<file path="src/hdl/priority_queue_age_drop_defines.svh">
// Assertion macros shared by the priority queue RTL.
`ifndef PRIORITY_QUEUE_AGE_DROP_DEFINES_SVH
`define PRIORITY_QUEUE_AGE_DROP_DEFINES_SVH

// Same-cycle implication, disabled while reset is active.
`define PQAD_ASSERT_IMP(lbl, clk, rst_n, ante, cons) \
    lbl: assert property (@(posedge clk) disable iff (!rst_n) (ante) |-> (cons)) \
        else $error("priority queue check failed");

// Next-cycle implication, disabled while reset is active.
`define PQAD_ASSERT_NXT(lbl, clk, rst_n, ante, cons) \
    lbl: assert property (@(posedge clk) disable iff (!rst_n) (ante) |=> (cons)) \
        else $error("priority queue check failed");

`endif

</file>
<file path="src/hdl/pqad_pkg.sv">
// Package with the types, codes and defaults of the priority queue.
package pqad_pkg;

    // Default queue depth and reset value of the drop age register.
    localparam int          QUEUE_DEPTH_DEF = 16;
    localparam logic [15:0] DROP_AGE_RST    = 16'd10000;

    // Request codes.
    localparam logic [1:0] REQ_ENQ  = 2'd0;
    localparam logic [1:0] REQ_DEQ  = 2'd1;
    localparam logic [1:0] REQ_TICK = 2'd2;

    // Result status codes.
    localparam logic [2:0] STS_SERVED  = 3'd0;
    localparam logic [2:0] STS_DISCARD = 3'd1;
    localparam logic [2:0] STS_EMPTY   = 3'd2;
    localparam logic [2:0] STS_ACCEPT  = 3'd3;
    localparam logic [2:0] STS_REJECT  = 3'd4;

    // One queue entry as it is held in the memory.
    typedef struct packed {
        logic [15:0] id;
        logic        prio;
        logic [31:0] stamp;
    } t_entry;

endpackage

</file>
<file path="src/hdl/pqad_ram.sv">
// Generic single-write, single-read RAM with a registered read.
module pqad_ram
    import pqad_pkg::*;
#(
    parameter int  WIDTH = 8,
    parameter int  DEPTH = 16,
    localparam int AW    = (DEPTH > 1) ? $clog2(DEPTH) : 1
) (
    input  logic             i_clk,
    input  logic             i_we,
    input  logic [AW-1:0]    i_waddr,
    input  logic [WIDTH-1:0] i_wdata,
    input  logic [AW-1:0]    i_raddr,
    output logic [WIDTH-1:0] o_rdata
);

    logic [WIDTH-1:0] r_mem [DEPTH];
    logic [WIDTH-1:0] r_rdata;

    // Write port and registered read port.
    always_ff @(posedge i_clk) begin
        if (i_we) begin
            r_mem[i_waddr] <= i_wdata;
        end
        r_rdata <= r_mem[i_raddr];
    end

    assign o_rdata = r_rdata;

endmodule

</file>
<file path="src/hdl/priority_queue_age_drop.sv">
// Top level of the two-class job queue with discard of aged normal jobs.
//
//  channel   direction  handshake                 payload
//  request   in         i_in_valid / o_in_stall   i_req_type, i_priority_req
//  result    out        o_out_valid / i_out_stall o_status, o_job_id,
//                                                 o_job_priority, o_occupancy
//  config    in         i_cfg_wr_en               i_cfg_wr_data (drop age)
//
// A tick only advances the time and gives no result. A dequeue of n jobs
// walks all n entries, one memory read a cycle, to pick the job; then the
// entries behind it move up by one, a read and a write each cycle.
// Reset is synchronous and clears only the control state; the entry memory
// needs no clearing pass, as only entries below the count are ever used.
// A finished result waits in the output register while the next request beat
// is taken; a result still pending behind a stalled output holds the input.
`include "priority_queue_age_drop_defines.svh"

module priority_queue_age_drop
    import pqad_pkg::*;
#(
    parameter int QUEUE_DEPTH = QUEUE_DEPTH_DEF
) (
    input  logic        i_clk,
    input  logic        i_rst_n,
    input  logic        i_in_valid,
    output logic        o_in_stall,
    input  logic [1:0]  i_req_type,
    input  logic        i_priority_req,
    output logic        o_out_valid,
    input  logic        i_out_stall,
    output logic [2:0]  o_status,
    output logic [15:0] o_job_id,
    output logic        o_job_priority,
    output logic [4:0]  o_occupancy,
    input  logic        i_cfg_wr_en,
    input  logic [15:0] i_cfg_wr_data
);

    localparam int IW = (QUEUE_DEPTH > 1) ? $clog2(QUEUE_DEPTH) : 1;
    localparam int CW = $clog2(QUEUE_DEPTH + 1);

    // Sequencer states.
    localparam logic [2:0] S_IDLE  = 3'd0;
    localparam logic [2:0] S_SCAN  = 3'd1;
    localparam logic [2:0] S_SEL   = 3'd2;
    localparam logic [2:0] S_SHIFT = 3'd3;
    localparam logic [2:0] S_FIN   = 3'd4;

    // Ranking of a dequeue candidate; a higher rank wins.
    localparam logic [1:0] RANK_HEAD = 2'd0;
    localparam logic [1:0] RANK_HIGH = 2'd1;
    localparam logic [1:0] RANK_AGED = 2'd2;

    logic [2:0]    r_state,      n_state;
    logic [CW-1:0] r_count,      n_count;
    logic [31:0]   r_time,       n_time;
    logic [15:0]   r_next_id,    n_next_id;
    logic [15:0]   r_drop_age;
    logic [IW-1:0] r_chk_idx,    n_chk_idx;
    logic [IW-1:0] r_wr_idx,     n_wr_idx;
    logic [IW-1:0] r_pick_idx,   n_pick_idx;
    logic [1:0]    r_pick_rank,  n_pick_rank;
    logic [15:0]   r_pick_id,    n_pick_id;
    logic          r_pick_prio,  n_pick_prio;
    logic [2:0]    r_res_status, n_res_status;
    logic [15:0]   r_res_id,     n_res_id;
    logic          r_res_prio,   n_res_prio;
    logic          r_out_valid,  n_out_valid;
    logic [2:0]    r_out_status, n_out_status;
    logic [15:0]   r_out_id,     n_out_id;
    logic          r_out_prio,   n_out_prio;
    logic [4:0]    r_out_occ,    n_out_occ;

    logic          ram_we;
    logic [IW-1:0] ram_waddr;
    logic [IW-1:0] ram_raddr;
    t_entry        ram_wdata;
    t_entry        ram_rdata;

    logic          in_acc;
    logic          out_free;
    logic          full;
    logic [31:0]   age;
    logic          aged;
    logic [1:0]    cand_rank;

    // Entry memory: id, priority and time stamp of each queued job.
    pqad_ram #(
        .WIDTH ($bits(t_entry)),
        .DEPTH (QUEUE_DEPTH)
    ) u_ram (
        .i_clk   (i_clk),
        .i_we    (ram_we),
        .i_waddr (ram_waddr),
        .i_wdata (ram_wdata),
        .i_raddr (ram_raddr),
        .o_rdata (ram_rdata)
    );

    // Handshake terms.
    assign o_in_stall = (r_state != S_IDLE);
    assign in_acc     = i_in_valid && !o_in_stall;
    assign out_free   = !r_out_valid || !i_out_stall;
    assign full       = (r_count == CW'(QUEUE_DEPTH));

    // Classification of the entry whose read data arrives this cycle.
    assign age       = r_time - ram_rdata.stamp;
    assign aged      = !ram_rdata.prio && (age >= {16'd0, r_drop_age});
    assign cand_rank = aged ? RANK_AGED : (ram_rdata.prio ? RANK_HIGH : RANK_HEAD);

    // Sequencer: accept, scan, select, compact and hand over the result.
    always_comb begin
        n_state      = r_state;
        n_count      = r_count;
        n_time       = r_time;
        n_next_id    = r_next_id;
        n_chk_idx    = r_chk_idx;
        n_wr_idx     = r_wr_idx;
        n_pick_idx   = r_pick_idx;
        n_pick_rank  = r_pick_rank;
        n_pick_id    = r_pick_id;
        n_pick_prio  = r_pick_prio;
        n_res_status = r_res_status;
        n_res_id     = r_res_id;
        n_res_prio   = r_res_prio;
        n_out_valid  = r_out_valid;
        n_out_status = r_out_status;
        n_out_id     = r_out_id;
        n_out_prio   = r_out_prio;
        n_out_occ    = r_out_occ;

        ram_we    = 1'b0;
        ram_waddr = IW'(r_count);
        ram_wdata = '{id: r_next_id, prio: i_priority_req, stamp: r_time};
        ram_raddr = '0;

        if (r_out_valid && !i_out_stall) begin
            n_out_valid = 1'b0;
        end

        unique case (r_state)
            S_IDLE: begin
                ram_raddr = '0;
                if (in_acc) begin
                    unique case (i_req_type)
                        REQ_ENQ: begin
                            if (full) begin
                                n_res_status = STS_REJECT;
                                n_res_id     = '0;
                                n_res_prio   = 1'b0;
                            end else begin
                                ram_we       = 1'b1;
                                n_count      = r_count + CW'(1);
                                n_next_id    = r_next_id + 16'd1;
                                n_res_status = STS_ACCEPT;
                                n_res_id     = r_next_id;
                                n_res_prio   = i_priority_req;
                            end
                            n_state = S_FIN;
                        end
                        REQ_DEQ: begin
                            if (r_count == '0) begin
                                n_res_status = STS_EMPTY;
                                n_res_id     = '0;
                                n_res_prio   = 1'b0;
                                n_state      = S_FIN;
                            end else begin
                                n_chk_idx   = '0;
                                n_pick_rank = RANK_HEAD;
                                n_state     = S_SCAN;
                            end
                        end
                        REQ_TICK: begin
                            n_time = r_time + 32'd1;
                        end
                        default: begin
                        end
                    endcase
                end
            end
            S_SCAN: begin
                // The head is the fallback; a better rank found first wins.
                ram_raddr = r_chk_idx + IW'(1);
                if ((r_chk_idx == '0) || (cand_rank > r_pick_rank)) begin
                    n_pick_idx  = r_chk_idx;
                    n_pick_rank = cand_rank;
                    n_pick_id   = ram_rdata.id;
                    n_pick_prio = ram_rdata.prio;
                end
                if (CW'(r_chk_idx) + CW'(1) == r_count) begin
                    n_state = S_SEL;
                end else begin
                    n_chk_idx = r_chk_idx + IW'(1);
                end
            end
            S_SEL: begin
                ram_raddr    = r_pick_idx + IW'(1);
                n_wr_idx     = r_pick_idx;
                n_res_status = (r_pick_rank == RANK_AGED) ? STS_DISCARD : STS_SERVED;
                n_res_id     = r_pick_id;
                n_res_prio   = r_pick_prio;
                if (CW'(r_pick_idx) + CW'(1) == r_count) begin
                    n_count = r_count - CW'(1);
                    n_state = S_FIN;
                end else begin
                    n_state = S_SHIFT;
                end
            end
            S_SHIFT: begin
                // Move the entry behind the gap up by one place.
                ram_we    = 1'b1;
                ram_waddr = r_wr_idx;
                ram_wdata = ram_rdata;
                ram_raddr = r_wr_idx + IW'(2);
                n_wr_idx  = r_wr_idx + IW'(1);
                if (CW'(r_wr_idx) + CW'(2) == r_count) begin
                    n_count = r_count - CW'(1);
                    n_state = S_FIN;
                end
            end
            S_FIN: begin
                if (out_free) begin
                    n_out_valid  = 1'b1;
                    n_out_status = r_res_status;
                    n_out_id     = r_res_id;
                    n_out_prio   = r_res_prio;
                    n_out_occ    = 5'(r_count);
                    n_state      = S_IDLE;
                end
            end
            default: begin
                n_state = S_IDLE;
            end
        endcase
    end

    // Control registers, cleared by reset.
    always_ff @(posedge i_clk) begin
        if (!i_rst_n) begin
            r_state     <= S_IDLE;
            r_count     <= '0;
            r_time      <= '0;
            r_next_id   <= '0;
            r_drop_age  <= DROP_AGE_RST;
            r_out_valid <= 1'b0;
        end else begin
            r_state     <= n_state;
            r_count     <= n_count;
            r_time      <= n_time;
            r_next_id   <= n_next_id;
            r_out_valid <= n_out_valid;
            if (i_cfg_wr_en) begin
                r_drop_age <= i_cfg_wr_data;
            end
        end
    end

    // Payload and scan registers, no reset needed.
    always_ff @(posedge i_clk) begin
        r_chk_idx    <= n_chk_idx;
        r_wr_idx     <= n_wr_idx;
        r_pick_idx   <= n_pick_idx;
        r_pick_rank  <= n_pick_rank;
        r_pick_id    <= n_pick_id;
        r_pick_prio  <= n_pick_prio;
        r_res_status <= n_res_status;
        r_res_id     <= n_res_id;
        r_res_prio   <= n_res_prio;
        r_out_status <= n_out_status;
        r_out_id     <= n_out_id;
        r_out_prio   <= n_out_prio;
        r_out_occ    <= n_out_occ;
    end

    assign o_out_valid    = r_out_valid;
    assign o_status       = r_out_status;
    assign o_job_id       = r_out_id;
    assign o_job_priority = r_out_prio;
    assign o_occupancy    = r_out_occ;

    // Checks on the queue bookkeeping.
    `PQAD_ASSERT_IMP(a_count_bound, i_clk, i_rst_n, 1'b1, r_count <= CW'(QUEUE_DEPTH))
    `PQAD_ASSERT_IMP(a_pick_in_range, i_clk, i_rst_n, r_state == S_SEL,
                     CW'(r_pick_idx) < r_count)
    `PQAD_ASSERT_IMP(a_shift_in_range, i_clk, i_rst_n, r_state == S_SHIFT,
                     CW'(r_wr_idx) + CW'(2) <= r_count)
    `PQAD_ASSERT_NXT(a_enq_grows, i_clk, i_rst_n, in_acc && (i_req_type == REQ_ENQ) && !full,
                     r_count == $past(r_count) + CW'(1))
    `PQAD_ASSERT_IMP(a_discard_low, i_clk, i_rst_n,
                     r_out_valid && (r_out_status == STS_DISCARD), !r_out_prio)

endmodule

</file>
<file path="config.mk">
export PLATFORM = sky130hd
export DESIGN_NAME = priority_queue_age_drop
export DESIGN_NICKNAME = d
export VERILOG_FILES = /design/src/hdl/pqad_pkg.sv /design/src/hdl/pqad_ram.sv /design/src/hdl/priority_queue_age_drop.sv
export VERILOG_INCLUDE_DIRS = /design/src /design/src/hdl
export SDC_FILE = /design/constraint.sdc
export NUM_CORES = 1
export LEC_CHECK = 0
export BUFFER_PORTS_ARGS = -buffer_cell sky130_fd_sc_hd__clkbuf_2
export CAP_MARGIN = 25
export CORE_ASPECT_RATIO = 1.5
export CORE_MARGIN = 2
export CORE_UTILIZATION = 40
export CTS_CLUSTER_DIAMETER = 50
export DETAILED_ROUTE_END_ITERATION = 16
export PLACE_DENSITY = 0.61
export RECOVER_POWER = 100
export SETUP_SLACK_MARGIN = 0.02
export SYNTH_ARGS = -nofsm -noshare
export SYNTH_HDL_FRONTEND = slang
export SYNTH_HIERARCHICAL = 1
export SYNTH_SLANG_ARGS = --single-unit
</file>
<file path="constraint.sdc">
create_clock -name i_clk -period 8.8 [get_ports i_clk]
set_input_delay 0.88 -clock i_clk [delete_from_list [all_inputs] [get_ports i_clk]]
set_output_delay 0.88 -clock i_clk [all_outputs]
set_load 0.02 [all_outputs]
</file>
== Word-level counts from Yosys, hierarchy flattened ==
Memory sizes are Yosys's and may differ from the RTL's. A register that Yosys moved wholly into a read port is not among the register bits.
Index checks and enable logic that the tools add are counted.
Word-level totals
  bits in registers: 149
  bits in latches: 0
  bits in writable memories: 784
  bits in read-only memories: 0
  input bits: 24
  output and inout port bits: 27
  word-level logic and storage cells: 141
  memories kept: 1
Memory list
  u_ram.r_mem: words 16, bits a word 49, rd ports 1, clocked after memory_dff 1, wr ports 1, RTL line pqad_ram.sv:17  | logic [WIDTH-1:0] r_mem [DEPTH];
Operators by class
  $add $sub $neg: 12
  multiply operators: 0
  div/mod/pow operators: 0
  order comparisons: 2
  equal/unequal tests: 24
  shift operators: 0
  muxes and demuxes: 55
  bitwise logic cells: 1
  reductions and logical operators: 27
Operators with widths (count)
  $pmux W16 S2: 2
  $mux W49: 1
  $mux W16: 3
  $add A32 B1 Y32 const B: 1
  $ge A32 B16 Y1: 1
  $sub A32 B32 Y32: 1
  $mux W3: 9
  $mux W5: 5
  $mux W4: 5
  $ne A2 B2 Y1 const B: 9
  $pmux W3 S2: 3
  $add A16 B1 Y16 const B: 1
  $pmux W4 S2: 2
  $eq A5 B5 Y1: 3
  $pmux W3 S5: 1
  $pmux W5 S3: 1
  $reduce_and A5 Y1: 3
  $mux W1: 13
  $add A4 B1 Y4 const B: 3
  $pmux W4 S3: 1
  $add A4 B1 Y5 const B: 2
  $mux W2: 5
  $reduce_and A4 Y1: 2
  $eq A3 B2 Y1 const B: 2
  28 further kinds: 42

== Depth between registers and ports, before layout ==
Gate-level depths: netlist of run 1.
  word-level depth: 8
  gate-level depth with buffers: 24
  depth with buffers taken out: 24

== Modules after synthesis ==
The synthesis of run 1 kept the hierarchy.
Modules (own cells, without submodules)
  pqad_ram: times used 1, cells an instance 1268, area each 30336.6 sq um, sequential area each 24523.5 sq um
  priority_queue_age_drop: times used 1, cells an instance 1018, area each 9345.2 sq um, sequential area each 3743.6 sq um

== Worst setup path after synthesis of run 1 ==
No wires, ideal clock.
  kind: reg2reg
  from: reg r_state[2]
  to: mem u_ram/r_mem[0][0] in the netlist's numbering (enable)
  library setup time: 516 ps
  arrival time: 5828 ps
  data required time: 8284 ps
  path slack: 2456 ps
  cell stages (with the launch flop): 9
  buffers on the path: 2
  period minus slack after synthesis: 6344 ps
  path through: dfxtp_1 > nand2b_1 > inv_1 > nand2_1 > clkbuf_1 > clkbuf_1 > mux2_2 > or3b_2 > nor3_1
On the way
  elaborated cells on any way between the ends: 10
  classes of those cells: eq/ne (1); mux (5); reduce/logical (4)
RTL lines
  start, declared: RTL line priority_queue_age_drop.sv:54  | logic [2:0] r_state, n_state;
  start signal, assigned: RTL line priority_queue_age_drop.sv:247  | r_state <= n_state;
  $eq A3 B2 Y1: RTL line priority_queue_age_drop.sv:141  | unique case (r_state)
  $mux W4: RTL line priority_queue_age_drop.sv:141
  named net ram_waddr[2]: RTL line priority_queue_age_drop.sv:75  | logic [IW-1:0] ram_waddr;
  end, declared: RTL line pqad_ram.sv:17
The timed path passes the listed nets, and every way through them passes these cells.

== Worst setup path in the final report of run 1 ==
  from: reg r_state[1]
  to: mem u_ram/r_mem[15][33] in the netlist's numbering (enable)
The elaborated chain is that of the path after synthesis.

==> results of run 1 <==
[metal layers]
metal	share of wire [%]	GRT usage, %	vias to the layer above
li1	-	-	9185
met1	40	23.6	11001
met2	52	32.5	620
met3	5.3	2.78	122
met4	2.2	5.31	0
met5	0	0	-
[cells in the mapped netlist (14+ instances only)]
| master | number | area, µm² |
|---|---|---|
| buf_2 | 14 | 70.1 |
| a21oi_1 | 57 | 285 |
| edfxtp_1 | 860 | 25800 |
| nor2b_1 | 25 | 156 |
| dfxtp_1 | 122 | 2440 |
| mux2i_1 | 17 | 170 |
| a22oi_1 | 99 | 743 |
| clkbuf_1 | 80 | 300 |
| nor3_1 | 14 | 70.1 |
| a22o_1 | 17 | 149 |
| o21ai_0 | 70 | 350 |
| ha_1 | 59 | 738 |
| xor2_1 | 23 | 201 |
| inv_1 | 65 | 244 |
| nand4_1 | 25 | 156 |
| nor2_1 | 61 | 229 |
| nand3_1 | 30 | 150 |
| mux2_2 | 25 | 282 |
| and2_1 | 44 | 275 |
| xnor2_1 | 61 | 534 |
| mux4_2 | 196 | 4410 |
| nand2_1 | 158 | 593 |
[power breakdown]
| group | switching, mW | total (mW) | internal (mW) | leakage [nW] |
|---|---|---|---|---|
| Clock | 1.70 | 3.82 | 2.12 | 1.41 |
| Sequential | 0.0242 | 5.08 | 5.05 | 9.82 |
| Combinational | 0.172 | 0.274 | 0.102 | 4.03 |
[flip-flops by register name (all words and copies together) (netlist names), 5 cells and up]
signal / cells
r_drop_age: 16
u_ram/r_mem: 784
r_res_id: 16
r_time: 32
u_ram/o_rdata: 49
r_pick_id: 16
r_count: 5
r_next_id: 16
o_occupancy: 5
o_job_id: 16
[worst max-delay path: stages (launching register included)]
cell and delay [ns]:
dfxtp_1 0.46, nand2b_1 0.27, inv_1 0.43, nand2_1 1.05, mux2_1 0.68, nand2_1 0.17
nor2_1 2.29, clkbuf_2 1.41
[how the worst max path moves through the flow]
stage	startpoint	end	slack [ns]	cells after the start
floorplan	r_state[2]	u_ram/r_mem[0][0]	2.46	8
global placement	r_time[4]	r_pick_id[7]	3.01	24
detailed placement	r_time[4]	r_pick_id[13]	2.98	24
CTS	r_time[4]	r_pick_id[1]	2.95	24
global route	r_state[1]	u_ram/r_mem[1][4]	1.30	7
finish	r_state[1]	u_ram/r_mem[15][33]	1.58	7
[through the flow]
| step | util [%] | setup slack, ns | instance area, µm² | total power, mW |
|---|---|---|---|---|
| final | 44.8 | 1.58 | 44100 | 9.17 |
| after CTS | 45.2 | 2.95 | 44500 | 9.26 |
| after global routing | 44.8 | 1.30 | 44100 | 9.46 |
| after global placement | 42.3 | 3.01 | 41600 | 5.45 |
| after detailed placement | 42.3 | 2.98 | 41700 | 5.46 |
| after floorplan | - | 2.46 | 39700 | 5.36 |
[cell type report]
type                            count  area [µm²]  share of cell area (%)
Sequential cell                   982       28300                    64.1
Clock inverter                     48         507                    1.15
Clock buffer                      113        2350                    5.32
Timing Repair Buffer              114         529                    1.20
Multi-Input combinational cell   1123       10600                    24.1
Tap cell                         1287        1610                    3.65
Inverter                           65         244                   0.553
[cell usage in the layout (no fill, tap or decap), types with 59 or more instances in the layout]
cell type,count
dfxtp_1,122
inv_1,65
mux4_2,196
a22oi_1,99
clkbuf_1,89
xnor2_1,61
edfxtp_1,860
clkbuf_16,88
o21ai_0,70
nor2_1,59
nand2_1,158
ha_1,59
[cell families (layout without fill, tap and decap cells)]
kind of cell    count (synthesis)  after routing  synth area share, %
mux                           238            238                 12.3
simple gates                  416            416                 5.22
buf+inv                       181            340                 2.01
flops                         982            982                 71.2
fa+ha+maj                      61             61                 1.96
xor+xnor                       84             84                 1.85
compound gates                324            324                 5.45
==> results.txt, run 1 <==
Sequential share of the synthesized area -> 71.2%
Yosys warns -> 6
Syn nets -> 2371
Post-synth ARST share -> 0%
Share of cells above drive strength 1 -> 16.1%
Setup Total Neg Slack -> 0 ns
Post-route ant nets -> 0
Placed wire-length estimate -> 50.1 mm
Fillers -> 8484
MaxCap Viol Count -> 35
Total GRT Usage -> 18.5%
VDD IR-drop max -> 0.116 mV
EDFF count, synth -> 860
Post CTS Setup Buffer Count -> 0
Initial antenna violation count -> 0
Clock transition at path regs -> 0.06 ns
Fin crit share -> 82.0%
Distinct cells, synth -> 67
Hold WC Path Type -> reg2reg
Area grow syn2layout -> 11.2%
Run status -> finished with violations
Clk sinks -> 982
Relative slew slack -> -182%
Cell Rows -> 141
R2r endpoint -> u_ram/r_mem[15][33]
Least-Margin Pin Slew -> 4.23 ns
Clock Skew -> 0.0288 ns
CTS Root Cell -> clkbuf_16
Starting Density -> 40.3%
Non-Filler Instances -> 3732
Hold Crit Depth -> 0
Type of destination of the critical path -> flip-flop
# IOs -> 51
Placed insts -> 3568
Unrepaired setup endpoints after global routing -> no
Clock tree buffer depth -> 3
Total congestion overflow -> 0
Power per cell area -> 208 mW/mm²
Crit start category -> flip-flop
Via count -> 20928
Hold buffer count at cts -> 0
Diode count -> 0
DRC -> 0
GP Congestion -> 0.841
Worst hold margin -> 0.418 ns
Leakage -> 15.3 nW
Synthesized area -> 0.0397 mm²
Required time worst endpoint -> 9.07 ns
Flop2flop setup slack -> 1.58 ns
CORE AREA -> 0.0984 mm²
Failing checks -> capacitance limit, slew limit
Post-cts gate resize count -> 0
Via-per-instance ratio -> 5.61
Reg2reg start -> r_state[1]
Vias in the first global route -> 21682
Final hold violations -> 0
Ys flop type -> edfxtp_1
First-pass GRT wire length -> 139 mm
Skew-Pair Late Insertion Delay -> 0.68 ns
Fmax -> 0.139 GHz
IO buf count -> 50
H-tree depth -> 3
Reg2Reg Depth -> 7
Die Span X -> 261 µm
Worst hold start -> r_res_prio
First-iteration detailed-routing DRC count -> 1832
Final setup fails -> 0
Drt wl/cell -> 24.9 µm
Syn avg cell area -> 17.4 µm²
Pin count of the biggest net entering global routing -> 158
CP max FO -> 33
Endpoint, Worst Hold -> o_job_priority
Post-Syn Instances -> 2286
Die area -> 0.102 mm²
Synthesized flop and latch total -> 982
Cts bufs inserted -> 87
Final WL -> 92.9 mm
Arr. time, crit path -> 7.48 ns
Die H -> 390 µm
Minimum clock period -> 7.22 ns
CTS tree -> done
Drt first pass iters -> 5
Kind of critical path -> reg2reg
Layout Nets -> 2458
Max Transition Viols Final -> 1044
(Power assumes the default switching activity.)
==> run 2, diff against run 1 <==
--- a/config.mk
+++ b/config.mk
@@ -13,7 +13,7 @@
 export CORE_UTILIZATION = 40
 export CTS_CLUSTER_DIAMETER = 50
 export DETAILED_ROUTE_END_ITERATION = 16
-export PLACE_DENSITY = 0.61
+export PLACE_DENSITY = 0.63
 export RECOVER_POWER = 100
 export SETUP_SLACK_MARGIN = 0.02
 export SYNTH_ARGS = -nofsm -noshare
==> constraint.sdc (replaced) <==
create_clock -name i_clk -period 6.2 [get_ports i_clk]
set_input_delay 0.62 -clock i_clk [delete_from_list [all_inputs] [get_ports i_clk]]
set_output_delay 0.62 -clock i_clk [all_outputs]
set_load 0.02 [all_outputs]
==> run 2 against run 1 <==
Effect of this change:
- the flow still finishes with violations (capacitance limit, slew limit)
- worst hold slack worse by 0.25 ns
- total power grew 43%
- sequential share of layout area shrank 0.34 points
- design area is 0.54% higher
- clock skew increased by 0.0058 ns
- flip-flop and latch count unchanged
- global-route usage down 0.054 points
- sequential power increased by 42%
- core utilization rose by 0.24 points
==> results.txt, run 2 (synthesized netlist as in run 1, its figures left out) <==
Post-route ant nets -> 0
Diode count -> 0
# IOs -> 51
Total GRT Usage -> 18.4%
Via-per-instance ratio -> 5.61
Die Span X -> 261 µm
Post-cts gate resize count -> 0
H-tree depth -> 3
Required time worst endpoint -> 6.46 ns
Crit start category -> flip-flop
Cell Rows -> 141
Minimum clock period -> 5.67 ns
Hold buffer count at cts -> 0
Most frequent cells in the layout -> 860 x edfxtp_1, 196 x mux4_2, 158 x nand2_1
Total congestion overflow -> 0
Post CTS Setup Buffer Count -> 0
Slowest stage cell, crit path -> clkbuf_2
Clk sinks -> 982
Most frequent CP cell -> nand2b_1
Clock transition at path regs -> 0.07 ns
Fin crit share -> 91.5%
Unrepaired setup endpoints after global routing -> no
CORE AREA -> 0.0984 mm²
Max FFs per register -> 784
Drt wl/cell -> 24.8 µm
Fmax -> 0.176 GHz
Clock tree buffer depth -> 3
IO buf count -> 50
Final WL -> 92.6 mm
CTS tree -> done
Via count -> 21009
Post-route setup slack -> 0.529 ns
Clock Skew -> 0.0346 ns
Area grow syn2layout -> 11.8%
Most common cell after layout, fill and taps aside -> edfxtp_1
Final setup fails -> 0
Arr. time, crit path -> 5.93 ns
Crit-path leading delay family -> simple AND/OR/NAND/NOR gates
Type of destination of the critical path -> flip-flop
Hold Crit Depth -> 3
Starting Density -> 40.3%
DRC -> 0
Leakage -> 15.3 nW
VDD IR-drop max -> 0.174 mV
First-pass GRT wire length -> 139 mm
WP depth -> 7
Cts bufs inserted -> 86
Failing checks -> capacitance limit, slew limit
Initial antenna violation count -> 2
Finished Core Util -> 45.1%
Least-Margin Pin Slew -> 3.13 ns
CP max FO -> 29
Power per cell area -> 295 mW/mm²
Hold WC Path Type -> in2reg
First-iteration detailed-routing DRC count -> 1906
Placed wire-length estimate -> 50.7 mm
Final hold violations -> 0
Crit-path max cell delay -> 1.06 ns
Share of cells above drive strength 1 -> 16.8%
Drt first pass iters -> 5
Crit-path cells -> nand2b_1 > inv_1 > nand2_1 > mux2_1 > nand2b_1 > nor2_1 > clkbuf_2
Pin count of the biggest net entering global routing -> 145
Kind of critical path -> reg2reg
Relative slew slack -> -109%
Die area -> 0.102 mm²
Reg2Reg Depth -> 7
Worst Path Buf+Inv -> 2
Skew-Pair Late Insertion Delay -> 0.68 ns
CTS Root Cell -> clkbuf_16
Vias in the first global route -> 21776
Multi-input logic area -> 0.0107 mm²
Pre-CTS setup slack -> 0.859 ns
Biggest register -> u_ram/r_mem
Max Transition Viols Final -> 543
Fillers -> 8468
Setup Total Neg Slack -> 0 ns
Die H -> 390 µm
MaxCap Viol Count -> 16
Sequential Area -> 0.0283 mm²
GP Congestion -> 0.863
Layout Nets -> 2466
Run status -> finished with violations
run 2: changes by cell type in the layout (fill, tap and decap cells not counted), moves of 2 or more:
| cell | before | now |
|---|---|---|
| nor2_2 | 1 | 4 |
| nor2_4 | 1 | 4 |
| and2_0 | 19 | 25 |
| nor2_1 | 59 | 53 |
| clkinvlp_4 | 1 | 5 |
| clkinv_8 | 0 | 2 |
| clkbuf_1 | 89 | 84 |
| clkinv_4 | 5 | 3 |
| buf_12 | 2 | 8 |
| and2_1 | 24 | 19 |
run 2: where the power goes:
part	switching (mW)	internal, mW	total [mW]	leakage (nW)
logic	0.242	0.145	0.386	4.08
registers	0.0341	7.17	7.20	9.82
clock network	2.44	3.07	5.51	1.43
run 2: per-stage QoR:
stage | cells | hold slack [ns] | total power, mW | instance area (µm²)
6_report | 3742 | 0.167 | 13.1 | 44400
5_1_grt | 3742 | 0.177 | 13.5 | 44400
4_1_cts | 3739 | 0.130 | 13.2 | 44800
3_5_place_dp | 3577 | 0.413 | 7.75 | 41900
3_3_place_gp | 3575 | 0.401 | 7.74 | 41900
2_1_floorplan | 2286 | 0.400 | 7.61 | 39700
run 2: layout make-up:
cell class | count | area share [%]
flip-flops and latches | 982 | 63.7
clock inverters | 53 | 1.26
repair buffers | 123 | 1.51
well taps | 1287 | 3.63
clock buffers | 109 | 5.32
inverters | 65 | 0.550
multi-input cells | 1123 | 24.0
run 2: worst register-to-register path, delay by kind of cell, from the launching register on:
kind                   cells  cell delay [ns]
muxes                      1             0.79
DFF                        1             0.46
buffers and inverters      2             1.51
and+or+nand+nor            4             2.49
run 2: worst paths after layout:
check                                       from                   to  slack [ns]
worst max-delay path                  r_state[1]  u_ram/r_mem[10][15]        0.53
worst min-delay path            i_cfg_wr_data[8]        r_drop_age[8]        0.17
worst max register to register        r_state[1]  u_ram/r_mem[10][15]        0.53
worst min register to register      r_res_id[12]         o_job_id[12]        0.42
run 2: layer usage:
layer	track usage [%]	wire length [µm]	vias to the layer above
met5	0	0	-
met4	6.60	2810	0
met3	2.14	4990	140
met2	32.6	48600	677
met1	23.3	36200	10989
li1	-	-	9203
